===== config.mk =====
export PLATFORM = sky130hd
export DESIGN_NAME = bahr_div
export DESIGN_NICKNAME = d
export VERILOG_FILES = /design/src/hw/rtl/bucket_averaging_history_ring_defines.svh /design/src/hw/rtl/bahr_pkg.sv /design/src/hw/rtl/bahr_div.sv
export SDC_FILE = /design/constraint.sdc
export NUM_CORES = 1
export LEC_CHECK = 0
export ABC_AREA = 1
export BUFFER_PORTS_ARGS = -buffer_cell sky130_fd_sc_hd__buf_2
export CORE_MARGIN = 2
export CORE_UTILIZATION = 55
export CTS_CLUSTER_SIZE = 40
export DETAILED_ROUTE_END_ITERATION = 10
export GPL_TIMING_DRIVEN = 0
export PLACE_DENSITY = 0.88
export SLEW_MARGIN = 10
export SYNTH_ARGS = -nofsm -noshare
export SYNTH_HDL_FRONTEND = slang
export SYNTH_SLANG_ARGS = --single-unit

===== constraint.sdc =====
create_clock -name clk -period 2.37 [get_ports clk]
set_input_delay 0.237 -clock clk [delete_from_list [all_inputs] [get_ports clk]]
set_output_delay 0.237 -clock clk [all_outputs]
set_load 0.02 [all_outputs]

===== src/hw/rtl/bucket_averaging_history_ring_defines.svh =====
// Assertion helpers shared by the RTL; clk and arst_n are taken from the scope of use.
`ifndef BUCKET_AVERAGING_HISTORY_RING_DEFINES_SVH
`define BUCKET_AVERAGING_HISTORY_RING_DEFINES_SVH

// condition holds in the same cycle as the trigger
`define BAHR_ASSERT_SAME(label, trig, cond) \
	label: assert property (@(posedge clk) disable iff (!arst_n) (trig) |-> (cond)) \
		else $error("bahr assertion failed");

// condition holds in the cycle after the trigger
`define BAHR_ASSERT_NEXT(label, trig, cond) \
	label: assert property (@(posedge clk) disable iff (!arst_n) (trig) |=> (cond)) \
		else $error("bahr assertion failed");

`endif


===== src/hw/rtl/bahr_pkg.sv =====
`timescale 1ns / 1ps

package bahr_pkg;

	localparam int SLOTS      = 240;
	localparam int COUNT_BITS = 16;
	localparam int PTR_W      = $clog2(SLOTS);

	// running sums hold (2^COUNT_BITS - 1) full-scale samples without wrapping
	localparam int CSUM_W = 16 + COUNT_BITS;
	localparam int TSUM_W = 16 + COUNT_BITS;
	localparam int HSUM_W = 14 + COUNT_BITS;
	localparam int DIVD_W = 16 + COUNT_BITS;
	localparam int DCNT_W = $clog2(DIVD_W + 1);

	localparam logic [1:0] CMD_SAMPLE = 2'd0;
	localparam logic [1:0] CMD_READ   = 2'd1;
	localparam logic [1:0] CMD_LOAD   = 2'd2;
	localparam logic [1:0] CMD_CLEAR  = 2'd3;

	localparam logic [1:0] STAT_DONE    = 2'd0;
	localparam logic [1:0] STAT_IGNORED = 2'd1;
	localparam logic [1:0] STAT_RANGE   = 2'd2;

	typedef struct packed {
		logic        [13:0] humid;
		logic signed [15:0] temp;
		logic        [15:0] co2;
	} rec_t;

	typedef struct packed {
		logic                  start;
		logic [DIVD_W-1:0]     dividend;
		logic [COUNT_BITS-1:0] divisor;
	} div_req_t;

	typedef struct packed {
		logic              busy;
		logic              done;
		logic [DIVD_W-1:0] quotient;
	} div_rsp_t;

endpackage


===== src/hw/rtl/bahr_div.sv =====
`timescale 1ns / 1ps

// Restoring unsigned divider, one quotient bit per cycle.
module bahr_div (
	input  logic               clk,
	input  logic               arst_n,
	input  bahr_pkg::div_req_t req,
	output bahr_pkg::div_rsp_t rsp
);

	logic [bahr_pkg::COUNT_BITS-1:0] rem_q;
	logic [bahr_pkg::COUNT_BITS-1:0] dsr_q;
	logic [bahr_pkg::DIVD_W-1:0]     quo_q;
	logic [bahr_pkg::DCNT_W-1:0]     cnt_q;
	logic                            busy_q;
	logic                            done_q;

	logic [bahr_pkg::COUNT_BITS:0]   trial;
	logic                            fits;

	assign trial = {rem_q, quo_q[bahr_pkg::DIVD_W-1]};
	assign fits  = trial >= {1'b0, dsr_q};

	always_ff @(posedge clk or negedge arst_n) begin
		if (!arst_n) begin
			busy_q <= 1'b0;
			done_q <= 1'b0;
			cnt_q  <= '0;
		end else begin
			done_q <= busy_q && (cnt_q == bahr_pkg::DCNT_W'(1));
			if (req.start && !busy_q) begin
				busy_q <= 1'b1;
				cnt_q  <= bahr_pkg::DCNT_W'(bahr_pkg::DIVD_W);
			end else if (busy_q) begin
				cnt_q <= cnt_q - 1'b1;
				if (cnt_q == bahr_pkg::DCNT_W'(1)) begin
					busy_q <= 1'b0;
				end
			end
		end
	end

	always_ff @(posedge clk) begin
		if (req.start && !busy_q) begin
			rem_q <= '0;
			dsr_q <= req.divisor;
			quo_q <= req.dividend;
		end else if (busy_q) begin
			if (fits) begin
				rem_q <= bahr_pkg::COUNT_BITS'(trial - {1'b0, dsr_q});
			end else begin
				rem_q <= trial[bahr_pkg::COUNT_BITS-1:0];
			end
			quo_q <= {quo_q[bahr_pkg::DIVD_W-2:0], fits};
		end
	end

	assign rsp.busy     = busy_q;
	assign rsp.done     = done_q;
	assign rsp.quotient = quo_q;

endmodule


==> flow_metrics.env <==
export IMPL_setup_ws_ns=0.299
export IMPL_ctsRootBufferMaster="clkbuf_8"
export IMPL_dp_slack_ns=-0.0218
export IMPL_power_density_mw_per_mm2=1480
export IMPL_layout_commonest_cell="nand2_1"
export IMPL_syn_inst=517
export IMPL_synth_edf_count=48
export IMPL_post_cts_setup_buffers=0
export IMPL_placed_cells=700
export IMPL_p_leak_uw=0.00256
export IMPL_grt_pass1_vias=3730
export IMPL_stdcell_count=717
export IMPL_clkSlewWorstSetupHoldPaths_ns=0.08
export IMPL_grt_pass1_wl_um=16700
export IMPL_slowest_delay_ns=0.39
export IMPL_cts_tree="built"
export IMPL_htree_levels=3
export IMPL_antenna_left=0
export IMPL_insertedDiodeCount=0
export IMPL_cts_sinks=72
export IMPL_cts_buffers=9
export IMPL_fmax_mhz=483
export IMPL_layout_drive_gt1_share_pct=19.4
export IMPL_post_drt_wl_per_cell_um=13.7
export IMPL_post_drt_via_cell_ratio=5.19
export IMPL_yosysWarningCount=0
export IMPL_nets=683
export IMPL_hold_viol=0
export IMPL_async_reset_ff_share_pct=11.1
export IMPL_status="finished clean"
export IMPL_synth_distinct_cells=36
export IMPL_route_detailed_drc=0
export IMPL_crit_type="register to register"
export IMPL_io_pins=85
export IMPL_critPathLaunchType="register"
export IMPL_min_period_ns=2.07
export IMPL_mostFrequentLayoutCells="nand2_1 (215), buf_2 (85), inv_1 (72)"
export IMPL_drv_cap=0
export IMPL_die_area_mm2=0.00809
export IMPL_globalRouteTotalUtil_pct=25.4
export IMPL_die_width_um=89.9
export IMPL_gp_routability_congestion=0.900
export IMPL_row_count=31
export IMPL_cp_required_ns=2.45
export IMPL_crit_path_cell_trace="ha_1 -> a21oi_1 -> o21a_1 -> nand2_1 -> nor2_4 -> buf_4 -> a31oi_1"
export IMPL_drtIter0Drc=208
export IMPL_routed_wl_um=9790
export IMPL_clock_latency_ns=0.34
export IMPL_io_buffers=84
export IMPL_worstPathMaxFanout=10
export IMPL_slowest_stage="ha_1"
export IMPL_fin_worst_skew_ns=0.00866
export IMPL_areaGrowthSynthToFinish_pct=19.7
export IMPL_period_share_pct=87.4
export IMPL_max_slew_margin_rel_pct=55.6
export IMPL_yosys_most_used_dff="edfxtp_1"
export IMPL_synth_nets=587
export IMPL_finalSetupViolCount=0
export IMPL_vias=3722
export IMPL_ys_ff_latch=72
export IMPL_slew_violations=0
export IMPL_die_h_um=89.9
export IMPL_start_util_pct=56.3
export IMPL_rsz0062_at_grt="false"
export IMPL_worstSetupEndpointType="register"
export IMPL_antenna_found_initial=0
export IMPL_hpwl_um=7250
export IMPL_ir_worst_vdd_mv=1.03
export IMPL_grt_max_degree=42
export IMPL_ys_seq_area_share_pct=48.3
export IMPL_grt_ovfl_total=0
export IMPL_netlist_area_mm2=0.00406
export IMPL_core_region_area_mm2=0.00721
export IMPL_dr_pass1_iters=5
export IMPL_clk_path_buf_depth=2
export IMPL_synth_avg_cell_area_um2=7.85
export IMPL_worst_pin_slew_ns=0.666
export IMPL_hold_path_class="input pin to register"
export IMPL_cp_arrival_ns=2.15
[where the power goes]
part / switching [uW] / total (uW) / internal, uW
clock network: 481 / 1180 / 701
logic: 2370 / 3650 / 1280
registers: 340 / 2350 / 2010
[state kept, by name, indices dropped and copies added (netlist names)]
register,count
rem_q,16
cnt_q,6
dsr_q,16
done_q,1
quo_q,32
busy_q,1
[Yosys cell counts (all sizes together) (4+ instances only)]
master | instances | area [um^2]
a21oi | 9 | 48.8
buf | 7 | 53.8
clkbuf | 7 | 26.3
dfrtp | 8 | 200
dfxtp | 16 | 320
edfxtp | 48 | 1440
ha | 18 | 225
inv | 73 | 274
nand2 | 217 | 830
nand3 | 45 | 240
nand3b | 7 | 52.6
nand4 | 4 | 25.0
nor2 | 25 | 106
nor3 | 4 | 20.0
o21ai | 13 | 68.8
xnor2 | 4 | 35.0
[cells by family (layout without fill, tap and decap cells)]
| kind of cell | count (synthesis) | in the layout | synth area share [%] |
|---|---|---|---|
| compound gates | 28 | 28 | 3.91 |
| xor+xnor | 6 | 6 | 1.29 |
| fa+ha+maj | 19 | 19 | 6.04 |
| buf+inv | 89 | 190 | 8.91 |
| flops | 72 | 72 | 48.3 |
| simple gates | 303 | 303 | 31.5 |
[final cells by class]
type | count | area [um^2]
Fill cell | 564 | 2350
Sequential cell | 72 | 1960
Multi-Input combinational cell | 356 | 1740
Timing Repair Buffer | 85 | 430
Inverter | 75 | 283
Clock buffer | 9 | 124
Tap cell | 99 | 124
Clock inverter | 7 | 119
Buffer | 14 | 81.3
[routing by layer]
metal	wire, um	track usage, %	vias to the layer above
li1	-	-	1832
met1	4000	30.9	1700
met2	4820	43.9	168
met3	738	5.53	22
met4	236	10.6	0
met5	0	0	-
[through the flow]
step | TNS (ns) | util (%) | hold WS [ns] | total power [uW] | area (um^2)
3_3_place_gp | 0 | 63.8 | 0.0824 | 5770 | 4600
4_1_cts | 0 | 67.4 | 0.0488 | 7170 | 4860
2_1_floorplan | 0 | - | -0.0586 | 4940 | 4060
3_5_place_dp | -0.0218 | 63.8 | 0.0852 | 5930 | 4600
6_report | 0 | 67.4 | 0.0720 | 7190 | 4860
5_1_grt | 0 | 67.4 | 0.0566 | 7770 | 4860
[worst max-delay path: cells and delay by family (launching register included)]
family	cells	cell delay, ns
flops	1	0.35
simple gates	2	0.34
buf+inv	1	0.23
compound gates	3	0.50
fa+ha+maj	1	0.39
[timing repair]
action / CTS / global route
endpoints found under the setup margin: 2 / 0
gates resized for setup: 2 / 0
hold buffers: 1 / 0
endpoints found under the hold margin: 8 / 0
[path summary, 6_finish.rpt]
kind / cells past startpoint / end / slack [ns] / start
max in group asynchronous: 2 / cnt_q[3] / 1.92 / arst_n
min: 1 / dsr_q[5] / 0.07 / req[5]
max: 7 / quo_q[0] / 0.30 / rem_q[13]
max reg2reg: 7 / quo_q[0] / 0.30 / rem_q[13]
min in group asynchronous: 2 / cnt_q[4] / 0.28 / arst_n
min reg2reg: 2 / rem_q[5] / 0.47 / rem_q[5]
(Power assumes the default switching activity.)
